`src/rtl/core/scsa_pkg.sv`:
```
// scsa_pkg: shared types, codes and constants of the size class segment allocator
// used by every module under rtl/core; depends on nothing
`default_nettype none

package scsa_pkg;

   localparam int NUM_CLASSES     = 4;
   localparam int CLS_W           = 2;
   localparam int SIZE_W          = 16;
   localparam int CNT_W           = 7;
   localparam int SLOT_W          = 6;
   localparam int STRIDE_W        = SIZE_W + 1;
   localparam int SEG_HDR_BYTES   = 8;
   localparam int EVENT_HDR_BYTES = 16;
   localparam int DEPTH_MIN       = 3;
   localparam int CNT_MAX         = 127;
   localparam int CSR_IDX_W       = 3;
   localparam int CSR_DATA_W      = 16;

   localparam logic [1:0] FUNC_ALLOC = 2'd0;
   localparam logic [1:0] FUNC_FREE  = 2'd1;
   localparam logic [1:0] FUNC_DEPTH = 2'd2;

   localparam logic [1:0] STATUS_OK       = 2'd0;
   localparam logic [1:0] STATUS_NO_FIT   = 2'd1;
   localparam logic [1:0] STATUS_BAD_FREE = 2'd2;

   localparam logic [CSR_IDX_W-1:0] CSR_CLASS_SIZE_0  = 3'd0;
   localparam logic [CSR_IDX_W-1:0] CSR_CLASS_COUNT_0 = 3'd4;

   typedef struct packed {
      logic [1:0]        func;
      logic [SIZE_W-1:0] req_size;
      logic [CLS_W-1:0]  free_class;
      logic [SLOT_W-1:0] free_slot;
   } req_type;

   typedef struct packed {
      logic [1:0]        status;
      logic [CLS_W-1:0]  seg_class;
      logic [SLOT_W-1:0] seg_slot;
      logic [SIZE_W-1:0] payload_offset;
      logic              depth_ok;
      logic [CNT_W-1:0]  in_use;
      logic [CNT_W-1:0]  peak_use;
   } rsp_type;

   typedef logic [NUM_CLASSES-1:0][SIZE_W-1:0] size_vec_type;
   typedef logic [NUM_CLASSES-1:0][CNT_W-1:0]  count_vec_type;

   typedef enum logic {
      S_IDLE,
      S_RESOLVE
   } state_type;

endpackage

`default_nettype wire

```
`src/rtl/core/scsa_ring.sv`:
```
// scsa_ring: free slot ring memory, one write and one registered read per cycle
// entries never written read back as their position within the class; uses scsa_pkg
`default_nettype none

module scsa_ring
   import scsa_pkg::*;
#(
   parameter int HEAD_W = 6,
   parameter int ENT_W  = 6
) (
   input  wire logic                      clock,
   input  wire logic                      reset,
   input  wire logic                      rd_en,
   input  wire logic [CLS_W+HEAD_W-1:0]   rd_addr,
   output logic      [ENT_W-1:0]          rd_data,
   input  wire logic                      wr_en,
   input  wire logic [CLS_W+HEAD_W-1:0]   wr_addr,
   input  wire logic [ENT_W-1:0]          wr_data
);

   localparam int ADDR_W = CLS_W + HEAD_W;
   localparam int DEPTH  = 2 ** ADDR_W;

   logic [ENT_W-1:0] mem [DEPTH];
   logic [DEPTH-1:0] valid_ff;
   logic [ENT_W-1:0] rd_q_ff;
   logic [ENT_W-1:0] rd_dflt_ff;
   logic             rd_vld_ff;

   always_ff @(posedge clock) begin
      if (wr_en) begin
         mem[wr_addr] <= wr_data;
      end
      if (rd_en) begin
         rd_q_ff    <= mem[rd_addr];
         rd_dflt_ff <= ENT_W'(rd_addr[HEAD_W-1:0]);
      end
   end

   always_ff @(posedge clock) begin
      if (reset) begin
         valid_ff  <= '0;
         rd_vld_ff <= 1'b0;
      end else begin
         if (wr_en) begin
            valid_ff[wr_addr] <= 1'b1;
         end
         if (rd_en) begin
            rd_vld_ff <= valid_ff[rd_addr];
         end
      end
   end

   assign rd_data = rd_vld_ff ? rd_q_ff : rd_dflt_ff;

endmodule

`default_nettype wire

```
`src/rtl/core/scsa_layout.sv`:
```
// scsa_layout: walks the classes after a config write and rebuilds the byte base of each class
// one class per cycle through a single multiply-add; uses scsa_pkg
`default_nettype none

module scsa_layout
   import scsa_pkg::*;
(
   input  wire logic          clock,
   input  wire logic          reset,
   input  wire logic          start,
   input  wire size_vec_type  size_vec,
   input  wire count_vec_type eff_vec,
   output logic               busy,
   output size_vec_type       base_vec
);

   localparam int PROD_W = CNT_W + STRIDE_W;

   logic              busy_ff, busy_in;
   logic [CLS_W-1:0]  idx_ff, idx_in;
   logic [SIZE_W-1:0] acc_ff, acc_in;
   size_vec_type      base_ff, base_in;

   logic [PROD_W-1:0] prod;
   logic [SIZE_W-1:0] sum;

   always_comb begin
      prod    = PROD_W'(eff_vec[idx_ff]) *
                PROD_W'(STRIDE_W'(SEG_HDR_BYTES) + STRIDE_W'(size_vec[idx_ff]));
      sum     = acc_ff + prod[SIZE_W-1:0];
      busy_in = busy_ff;
      idx_in  = idx_ff;
      acc_in  = acc_ff;
      base_in = base_ff;
      if (start) begin
         busy_in = 1'b1;
         idx_in  = '0;
         acc_in  = '0;
      end else if (busy_ff) begin
         base_in[CLS_W'(idx_ff + 1'b1)] = sum;
         acc_in = sum;
         idx_in = CLS_W'(idx_ff + 1'b1);
         if (idx_ff == CLS_W'(NUM_CLASSES - 2)) begin
            busy_in = 1'b0;
         end
      end
   end

   always_ff @(posedge clock) begin
      if (reset) begin
         busy_ff <= 1'b0;
         idx_ff  <= '0;
         acc_ff  <= '0;
         base_ff <= '0;
      end else begin
         busy_ff <= busy_in;
         idx_ff  <= idx_in;
         acc_ff  <= acc_in;
         base_ff <= base_in;
      end
   end

   assign busy     = busy_ff;
   assign base_vec = base_ff;

endmodule

`default_nettype wire

```
`src/rtl/core/size_class_segment_allocator_unit.sv`:
```
// size_class_segment_allocator_unit: top level, class counters, request sequencing, result register
// instantiates scsa_ring and scsa_layout; uses scsa_pkg
`default_nettype none

// An allocate, free or depth check is taken in S_IDLE and finished in S_RESOLVE: the transfer
// cycle picks the class, updates its head, free count, in-use and peak counters and issues the
// free ring memory access; S_RESOLVE takes the ring read data and forms the payload offset with
// one multiply-add into the result register once that register is free, so a stalled result
// holds the next item in S_RESOLVE and no new request is taken. After each config write
// req_ready is low while the class base offsets are rebuilt. The ring needs no clearing pass
// after reset: unwritten entries read as their slot position.
module size_class_segment_allocator_unit
   import scsa_pkg::*;
#(
   parameter int MAX_SEGS = 64
) (
   input  wire logic                  clock,
   input  wire logic                  reset,
   input  wire logic                  req_valid,
   output logic                       req_ready,
   input  wire req_type               req_data,
   output logic                       rsp_valid,
   input  wire logic                  rsp_ready,
   output rsp_type                    rsp_data,
   input  wire logic                  csr_write_en,
   input  wire logic [CSR_IDX_W-1:0]  csr_index,
   input  wire logic [CSR_DATA_W-1:0] csr_write_data
);

   localparam int HEAD_W  = (MAX_SEGS > 1) ? $clog2(MAX_SEGS) : 1;
   localparam int ENT_W   = (HEAD_W > SLOT_W) ? HEAD_W : SLOT_W;
   localparam int ADDR_W  = CLS_W + HEAD_W;
   localparam int CMP_W   = CNT_W + 2;
   localparam int SUM_W   = ((HEAD_W > CNT_W) ? HEAD_W : CNT_W) + 1;
   localparam int DSUM_W  = CNT_W + CLS_W;
   localparam int OPROD_W = ENT_W + STRIDE_W;

   state_type         state_ff, state_in;
   size_vec_type      size_ff, size_in;
   count_vec_type     count_ff, count_in;
   logic [HEAD_W-1:0] head_ff [NUM_CLASSES];
   logic [HEAD_W-1:0] head_in [NUM_CLASSES];
   count_vec_type     fcnt_ff, fcnt_in;
   count_vec_type     use_ff, use_in;
   count_vec_type     peak_ff, peak_in;

   rsp_type             pend_ff, pend_in;
   logic                hit_ff, hit_in;
   logic [STRIDE_W-1:0] stride_ff, stride_in;
   logic [SIZE_W-1:0]   basehdr_ff, basehdr_in;
   rsp_type             rsp_ff, rsp_in;
   logic                rsp_valid_ff, rsp_valid_in;

   count_vec_type     eff;
   size_vec_type      base_vec;
   logic              layout_busy;
   logic              accept;

   logic              rd_en;
   logic [ADDR_W-1:0] rd_addr;
   logic [ENT_W-1:0]  rd_data;
   logic              wr_en;
   logic [ADDR_W-1:0] wr_addr;

   logic [OPROD_W-1:0] oprod;
   rsp_type            res;

   scsa_ring #(
      .HEAD_W (HEAD_W),
      .ENT_W  (ENT_W)
   ) u_ring (
      .clock   (clock),
      .reset   (reset),
      .rd_en   (rd_en),
      .rd_addr (rd_addr),
      .rd_data (rd_data),
      .wr_en   (wr_en),
      .wr_addr (wr_addr),
      .wr_data (ENT_W'(req_data.free_slot))
   );

   scsa_layout u_layout (
      .clock    (clock),
      .reset    (reset),
      .start    (csr_write_en),
      .size_vec (size_ff),
      .eff_vec  (eff),
      .busy     (layout_busy),
      .base_vec (base_vec)
   );

   always_comb begin
      for (int c = 0; c < NUM_CLASSES; c++) begin
         eff[c] = ({2'b00, count_ff[c]} > CMP_W'(MAX_SEGS)) ? CNT_W'(MAX_SEGS) : count_ff[c];
      end
   end

   assign req_ready = (state_ff == S_IDLE) && !layout_busy;
   assign accept    = req_valid && req_ready;

   // offset and slot of an allocate arrive with the ring read data
   always_comb begin
      oprod = OPROD_W'(rd_data) * OPROD_W'(stride_ff);
      res   = pend_ff;
      if (hit_ff) begin
         res.seg_slot       = rd_data[SLOT_W-1:0];
         res.payload_offset = basehdr_ff + oprod[SIZE_W-1:0];
      end
   end

   always_comb begin
      logic              a_hit;
      logic [CLS_W-1:0]  a_cls;
      logic [CLS_W-1:0]  fc;
      logic [CLS_W-1:0]  t_cls;
      logic              slot_ok;
      logic              push_ok;
      logic [SUM_W-1:0]  tail_sum;
      logic [CNT_W-1:0]  use_nxt;
      logic [SIZE_W:0]   need;
      logic [DSUM_W-1:0] dsum;
      logic [CLS_W-1:0]  wc;
      logic [CNT_W-1:0]  new_cnt;
      logic [CNT_W-1:0]  new_eff;

      state_in     = state_ff;
      size_in      = size_ff;
      count_in     = count_ff;
      head_in      = head_ff;
      fcnt_in      = fcnt_ff;
      use_in       = use_ff;
      peak_in      = peak_ff;
      pend_in      = pend_ff;
      hit_in       = hit_ff;
      stride_in    = stride_ff;
      basehdr_in   = basehdr_ff;
      rsp_in       = rsp_ff;
      rsp_valid_in = rsp_valid_ff && !rsp_ready;
      rd_en        = 1'b0;
      wr_en        = 1'b0;

      // allocate: first class that fits and has a free slot
      a_hit = 1'b0;
      a_cls = '0;
      for (int c = NUM_CLASSES - 1; c >= 0; c--) begin
         if (req_data.req_size <= size_ff[c] && fcnt_ff[c] != '0 && eff[c] != '0) begin
            a_hit = 1'b1;
            a_cls = CLS_W'(c);
         end
      end
      rd_addr = {a_cls, head_ff[a_cls]};
      use_nxt = (use_ff[a_cls] == CNT_W'(CNT_MAX)) ? use_ff[a_cls]
                                                   : CNT_W'(use_ff[a_cls] + 1'b1);

      // free: lowest enabled class of equal size takes the slot
      fc      = req_data.free_class;
      slot_ok = (eff[fc] != '0) && (CNT_W'(req_data.free_slot) < eff[fc]);
      t_cls   = fc;
      for (int c = NUM_CLASSES - 1; c >= 0; c--) begin
         if (CLS_W'(c) < fc && eff[c] != '0 && size_ff[c] == size_ff[fc]) begin
            t_cls = CLS_W'(c);
         end
      end
      push_ok  = (fcnt_ff[t_cls] < eff[t_cls]) && (use_ff[t_cls] != '0);
      tail_sum = SUM_W'(head_ff[t_cls]) + SUM_W'(fcnt_ff[t_cls]);
      if (tail_sum >= SUM_W'(eff[t_cls])) begin
         tail_sum = tail_sum - SUM_W'(eff[t_cls]);
      end
      wr_addr = {t_cls, tail_sum[HEAD_W-1:0]};

      // depth check
      need = (SIZE_W + 1)'(req_data.req_size) + (SIZE_W + 1)'(EVENT_HDR_BYTES);
      dsum = '0;
      for (int c = 0; c < NUM_CLASSES; c++) begin
         if ({1'b0, size_ff[c]} >= need) begin
            dsum = dsum + DSUM_W'(fcnt_ff[c]);
         end
      end

      case (state_ff)
         S_IDLE: begin
            if (accept) begin
               pend_in  = '0;
               hit_in   = 1'b0;
               state_in = S_RESOLVE;
               case (req_data.func)
                  FUNC_ALLOC: begin
                     if (a_hit) begin
                        rd_en  = 1'b1;
                        hit_in = 1'b1;
                        if (CMP_W'(head_ff[a_cls]) + 1'b1 == CMP_W'(eff[a_cls])) begin
                           head_in[a_cls] = '0;
                        end else begin
                           head_in[a_cls] = HEAD_W'(head_ff[a_cls] + 1'b1);
                        end
                        fcnt_in[a_cls] = CNT_W'(fcnt_ff[a_cls] - 1'b1);
                        use_in[a_cls]  = use_nxt;
                        peak_in[a_cls] = (use_nxt > peak_ff[a_cls]) ? use_nxt : peak_ff[a_cls];
                        pend_in.status    = STATUS_OK;
                        pend_in.seg_class = a_cls;
                        pend_in.in_use    = use_nxt;
                        pend_in.peak_use  = (use_nxt > peak_ff[a_cls]) ? use_nxt
                                                                        : peak_ff[a_cls];
                        stride_in  = STRIDE_W'(SEG_HDR_BYTES) + STRIDE_W'(size_ff[a_cls]);
                        basehdr_in = base_vec[a_cls] + SIZE_W'(SEG_HDR_BYTES);
                     end else begin
                        pend_in.status = STATUS_NO_FIT;
                     end
                  end
                  FUNC_FREE: begin
                     pend_in.status    = STATUS_BAD_FREE;
                     pend_in.seg_class = fc;
                     pend_in.seg_slot  = req_data.free_slot;
                     pend_in.in_use    = use_ff[fc];
                     pend_in.peak_use  = peak_ff[fc];
                     if (slot_ok) begin
                        pend_in.seg_class = t_cls;
                        pend_in.in_use    = use_ff[t_cls];
                        pend_in.peak_use  = peak_ff[t_cls];
                        if (push_ok) begin
                           wr_en          = 1'b1;
                           fcnt_in[t_cls] = CNT_W'(fcnt_ff[t_cls] + 1'b1);
                           use_in[t_cls]  = CNT_W'(use_ff[t_cls] - 1'b1);
                           pend_in.status = STATUS_OK;
                           pend_in.in_use = CNT_W'(use_ff[t_cls] - 1'b1);
                        end
                     end
                  end
                  FUNC_DEPTH: begin
                     pend_in.depth_ok = (dsum >= DSUM_W'(DEPTH_MIN));
                  end
                  default: begin
                     pend_in.status = STATUS_OK;
                  end
               endcase
            end
         end
         S_RESOLVE: begin
            if (!rsp_valid_ff || rsp_ready) begin
               rsp_in       = res;
               rsp_valid_in = 1'b1;
               state_in     = S_IDLE;
            end
         end
         default: begin
            state_in = S_IDLE;
         end
      endcase

      // config write reloads head and free count of the class concerned
      wc      = csr_index[CLS_W-1:0];
      new_cnt = count_ff[wc];
      if (csr_index >= CSR_CLASS_COUNT_0) begin
         new_cnt = csr_write_data[CNT_W-1:0];
      end
      new_eff = ({2'b00, new_cnt} > CMP_W'(MAX_SEGS)) ? CNT_W'(MAX_SEGS) : new_cnt;
      if (csr_write_en) begin
         if (csr_index < CSR_CLASS_COUNT_0) begin
            size_in[CLS_W'(csr_index - CSR_CLASS_SIZE_0)] = csr_write_data[SIZE_W-1:0];
         end else begin
            count_in[wc] = new_cnt;
         end
         head_in[wc] = '0;
         fcnt_in[wc] = new_eff;
      end
   end

   always_ff @(posedge clock) begin
      if (reset) begin
         state_ff     <= S_IDLE;
         size_ff      <= '0;
         count_ff     <= '0;
         fcnt_ff      <= '0;
         use_ff       <= '0;
         peak_ff      <= '0;
         rsp_valid_ff <= 1'b0;
         for (int c = 0; c < NUM_CLASSES; c++) begin
            head_ff[c] <= '0;
         end
      end else begin
         state_ff     <= state_in;
         size_ff      <= size_in;
         count_ff     <= count_in;
         head_ff      <= head_in;
         fcnt_ff      <= fcnt_in;
         use_ff       <= use_in;
         peak_ff      <= peak_in;
         rsp_valid_ff <= rsp_valid_in;
      end
   end

   always_ff @(posedge clock) begin
      pend_ff    <= pend_in;
      hit_ff     <= hit_in;
      stride_ff  <= stride_in;
      basehdr_ff <= basehdr_in;
      rsp_ff     <= rsp_in;
   end

   assign rsp_valid = rsp_valid_ff;
   assign rsp_data  = rsp_ff;

`ifndef SYNTHESIS
   a_accept_not_during_layout: assert property (@(posedge clock) disable iff (reset)
      accept |-> !layout_busy && state_ff == S_IDLE)
      else $error("request transfer while class layout rebuild or item in flight");

   a_accept_then_resolve: assert property (@(posedge clock) disable iff (reset)
      accept |=> state_ff == S_RESOLVE)
      else $error("accepted request did not move to resolve");

   a_free_count_bound: assert property (@(posedge clock) disable iff (reset)
      fcnt_ff[0] <= eff[0])
      else $error("class 0 free count above its segment count");

   a_head_bound: assert property (@(posedge clock) disable iff (reset)
      eff[0] != '0 |-> CMP_W'(head_ff[0]) < CMP_W'(eff[0]))
      else $error("class 0 ring head beyond its segment count");

   a_peak_covers_use: assert property (@(posedge clock) disable iff (reset)
      peak_ff[0] >= use_ff[0])
      else $error("class 0 peak below in-use count");
`endif

endmodule

`default_nettype wire
```
`config.mk`:
```
export PLATFORM = sky130hd
export DESIGN_NAME = size_class_segment_allocator_unit
export DESIGN_NICKNAME = d
export VERILOG_FILES = /design/src/rtl/core/scsa_pkg.sv /design/src/rtl/core/scsa_ring.sv /design/src/rtl/core/scsa_layout.sv /design/src/rtl/core/size_class_segment_allocator_unit.sv
export SDC_FILE = /design/constraint.sdc
export NUM_CORES = 2
export LEC_CHECK = 0
export ABC_AREA = 1
export BUFFER_PORTS_ARGS = -buffer_cell sky130_fd_sc_hd__buf_2
export CORE_ASPECT_RATIO = 0.75
export CORE_MARGIN = 3
export CORE_UTILIZATION = 55
export CTS_CLUSTER_SIZE = 10
export DETAILED_ROUTE_END_ITERATION = 6
export PLACE_DENSITY_LB_ADDON = 0.3
export SYNTH_ARGS = -nofsm -noshare
export SYNTH_HDL_FRONTEND = slang
export SYNTH_SLANG_ARGS = --single-unit
```
`constraint.sdc`:
```
create_clock -name clock -period 11.65 [get_ports clock]
set_input_delay 2.33 -clock clock [delete_from_list [all_inputs] [get_ports clock]]
set_output_delay 2.33 -clock clock [all_outputs]
set_load 0.01 [all_outputs]
```
==> impl_metrics.csv <==
group,metric,value,unit
final_layout,stdcell_count,13900,
final_layout,layout.area.seq,0.0603,mm^2
logic_synthesis,syn_avg_cell_area,9.51,um^2
place,dp.cells,13500,
sta,worst_slew_pin_slew,1240,ps
setup_path,path_delay_family,"simple AND/OR/NAND/NOR gates",
detailed_routing,wl_met3,47.5,mm
global_routing,grt_pass1_wl,514,mm
setup_path,path_max_fanout,35,
global_routing,grt_usage,33.9,%
power_and_ir_drop,totalPowerFinal,22.5,mW
clock_tree,clkLatencyLatePin,920,ps
detailed_routing,num_vias,86400,
min_path,hp-start,"pend_ff[3]",
sta,min_period,9640,ps
global_routing,grt_max_degree,213,
setup_path,regToRegEndpoint,"pend_ff[3]",
logic_synthesis,synth_seq_cells,2189,
min_path,whs_path_depth,0,
final_layout,multi_input_area,0.0401,mm^2
outcome,outcome,"complete, no violations",
min_path,worst_hold_path_type,"reg2reg",
sta,slew_headroom,17.6,%
sta,fmax,104,MHz
setup_path,cp-end-kind,"flip-flop",
floorplanning,core_area,0.193,mm^2
run,timing.max_cap.violations,0,
logic_synthesis,netlist.area_leader.share,46.2,%
sta,hold_viol,0,
setup_path,startpoint_type,"primary input",
logic_synthesis,netlist_area,0.107,mm^2
setup_path,path_buf_inv,4,
final_layout,syn2layout_area_growth,9.51,%
sta,fin_crit_sh,82.7,%
detailed_routing,dr.pass1.iters,7,
final_layout,fillers,15700,
sta,finalSetupTns,0,ps
logic_synthesis,synthFlopType,"edfxtp_1",
logic_synthesis,synth_nets,11700,
clock_tree,cts_buffer_depth,4,
global_routing,grt_pass1_vias,81300,
clock_tree,postCtsHoldBufs,0,
sta,fin_skew,93.5,ps
logic_synthesis,synth_area_leaders,"edfxtp_1, dfxtp_1, nand3_1",
logic_synthesis,syn_inst,11300,
final_layout,final_common_cell,"edfxtp_1",
setup_path,arrival,10170,ps
clock_tree,cts_inserted_buffers,248,
sta,setup_viol,0,
detailed_routing,m1WireLength,145,mm
setup_path,reg2reg_depth,27,
logic_synthesis,synth-seq-area-share,56.3,%
detailed_routing,drt-initial-drc-count,13000,
clock_tree,postCtsSetupRepairBufs,0,
power_and_ir_drop,ir_worst_vdd,0.216,mV
setup_path,critPathMaxStageDelay,610,ps
final_layout,mostFrequentLayoutCells,"edfxtp_1, nand2_1, nor2_1",
detailed_routing,detail-route-antenna-nets,0,
setup_path,worstSetupPathType,"in2reg",
clock_tree,clk_pin_slew,60,ps
detailed_routing,vias_per_cell,6.21,
clock_tree,cts.repair.resized,0,
logic_synthesis,ys_warn_count,0,
floorplanning,die_y,388,um
power_and_ir_drop,cellPowerDensity,192,mW/mm^2
setup_path,required,12180,ps
detailed_routing,dr_wl_met2,144,mm
floorplanning,start_util,55.7,%
logic_synthesis,async_reset_ff_share,0,%
sta,grt_setup_unrepaired,"no",
detailed_routing,post_drt_wl_per_cell,25.1,um
min_path,min_to,"rsp_data[3]",
final_layout,drive_gt1_share,9.72,%
setup_path,regToRegSetupSlack,3000,ps
detailed_routing,wl,349,mm
clock_tree,cts_tree,"done",
logic_synthesis,synth_edf_count,1647,
place,portBuffers,92,
clock_tree,cts_sinks,2189,
place,dp_hpwl,229,mm
floorplanning,rows,139,
setup_path,cp_slowest_cell,"inv_2",
logic_synthesis,ys_types,63,
floorplanning,pin_count,93,
setup_path,cp_common_cell,"nand2_1",
global_routing,antenna_found_initial,12,
clock_tree,cts_root_buffer,"clkbuf_16",
clock_tree,htree_num_levels,4,
logic_synthesis,synth_area_leader_cell,"edfxtp_1",
detailed_routing,highest_layer,"met5",
global_routing,overflow,0,
setup_path,worstReg2RegStart,"size_ff[15]",
sta,drv_slew,0,
floorplanning,die_x,516,um
detailed_routing,drc,0,
final_layout,fin_nets,11600,
place,gp_congestion,1.05,
power_and_ir_drop,p_leak,44.4,nW
final_layout,fin_util,60.9,%
floorplanning,die_area,0.200,mm^2
==> worst max-delay path by stage <==
stage | depth (start not counted) | slack [ps] | from | to
2_1_floorplan | 37 | 3530 | req_data[6] | u_ring.mem[234][0]
3_3_place_gp | 34 | 1630 | req_data[6] | u_ring.mem[235][0]
3_5_place_dp | 34 | 1350 | req_data[6] | u_ring.mem[235][1]
4_1_cts | 34 | 2310 | req_data[6] | u_ring.mem[235][0]
5_1_grt | 38 | 1470 | req_data[6] | u_ring.mem[235][0]
6_report | 34 | 2010 | req_data[6] | u_ring.mem[235][3]
==> logic make-up after synthesis <==
| group | after synthesis | share of synthesized area, % |
|---|---|---|
| buffers and inverters | 1768 | 6.39 |
| and+or+nand+nor | 4605 | 19.1 |
| DFF | 2189 | 56.3 |
| xor gates and xnor gates | 116 | 0.948 |
| adders and majority gates | 356 | 5.05 |
| AOI/OAI and AO/OA | 2238 | 12.2 |
==> Yosys cell counts (29+ instances only) <==
library cell / n
o211ai_1: 444
ha_1: 228
nor3_1: 40
xor2_1: 76
nor2_2: 47
nand3_1: 1094
or2_2: 392
clkbuf_1: 465
buf_2: 60
a221oi_1: 35
inv_1: 1102
nand4_1: 56
xnor2_1: 40
nor2_1: 1432
edfxtp_1: 1647
dfxtp_1: 542
o22ai_1: 131
fa_1: 128
buf_1: 70
nand2_1: 1450
o21ai_0: 819
inv_2: 29
a21oi_1: 648
==> flip-flops by register name, summed over array words and instances (netlist names) <==
name / cells
u_layout.acc_ff: 16
hit_ff: 1
basehdr_ff: 16
use_ff: 28
u_ring.rd_dflt_ff: 6
u_ring.rd_q_ff: 6
count_ff: 28
fcnt_ff: 28
rsp_valid: 1
u_layout.base_vec: 64
rsp_data: 41
pend_ff: 25
peak_ff: 28
u_ring.valid_ff: 256
size_ff: 64
u_layout.busy: 1
state_ff: 1
u_ring.rd_vld_ff: 1
u_ring.mem: 1536
u_layout.idx_ff: 2
head_ff: 24
stride_ff: 16
==> layout make-up <==
cell class / instances / area share [%]
flip-flops and latches: 2189 / 51.4
multi-input cells: 7315 / 34.2
clock buffers: 439 / 6.06
inverters: 1149 / 3.69
well taps: 2538 / 2.71
repair buffers: 268 / 1.86
clock inverters: 7 / 0.0981
diodes: 7 / 0.0149
==> routing by layer <==
metal  vias to the layer above  track usage (%)
met2                      5542             47.3
met4                         8             10.5
met5                         -            0.505
li1                      38500                -
met1                     41600             50.6
met3                       713             9.94
==> metrics by stage <==
step	hold WS (ps)	setup WS, ps	instance area, um^2
floorplan	400	3530	107000
global route	429	1470	117000
detailed placement	408	1350	110000
CTS	425	2310	117000
global placement	414	1630	110000
finish	422	2010	117000
==> power by group <==
part           switching (mW)  internal (mW)  total, mW
clock                    3.08           4.09       7.17
combinational            4.95           1.87       6.83
sequential             0.0598           8.46       8.52
total                    8.10           14.4       22.5
(Power assumes the default switching activity.)
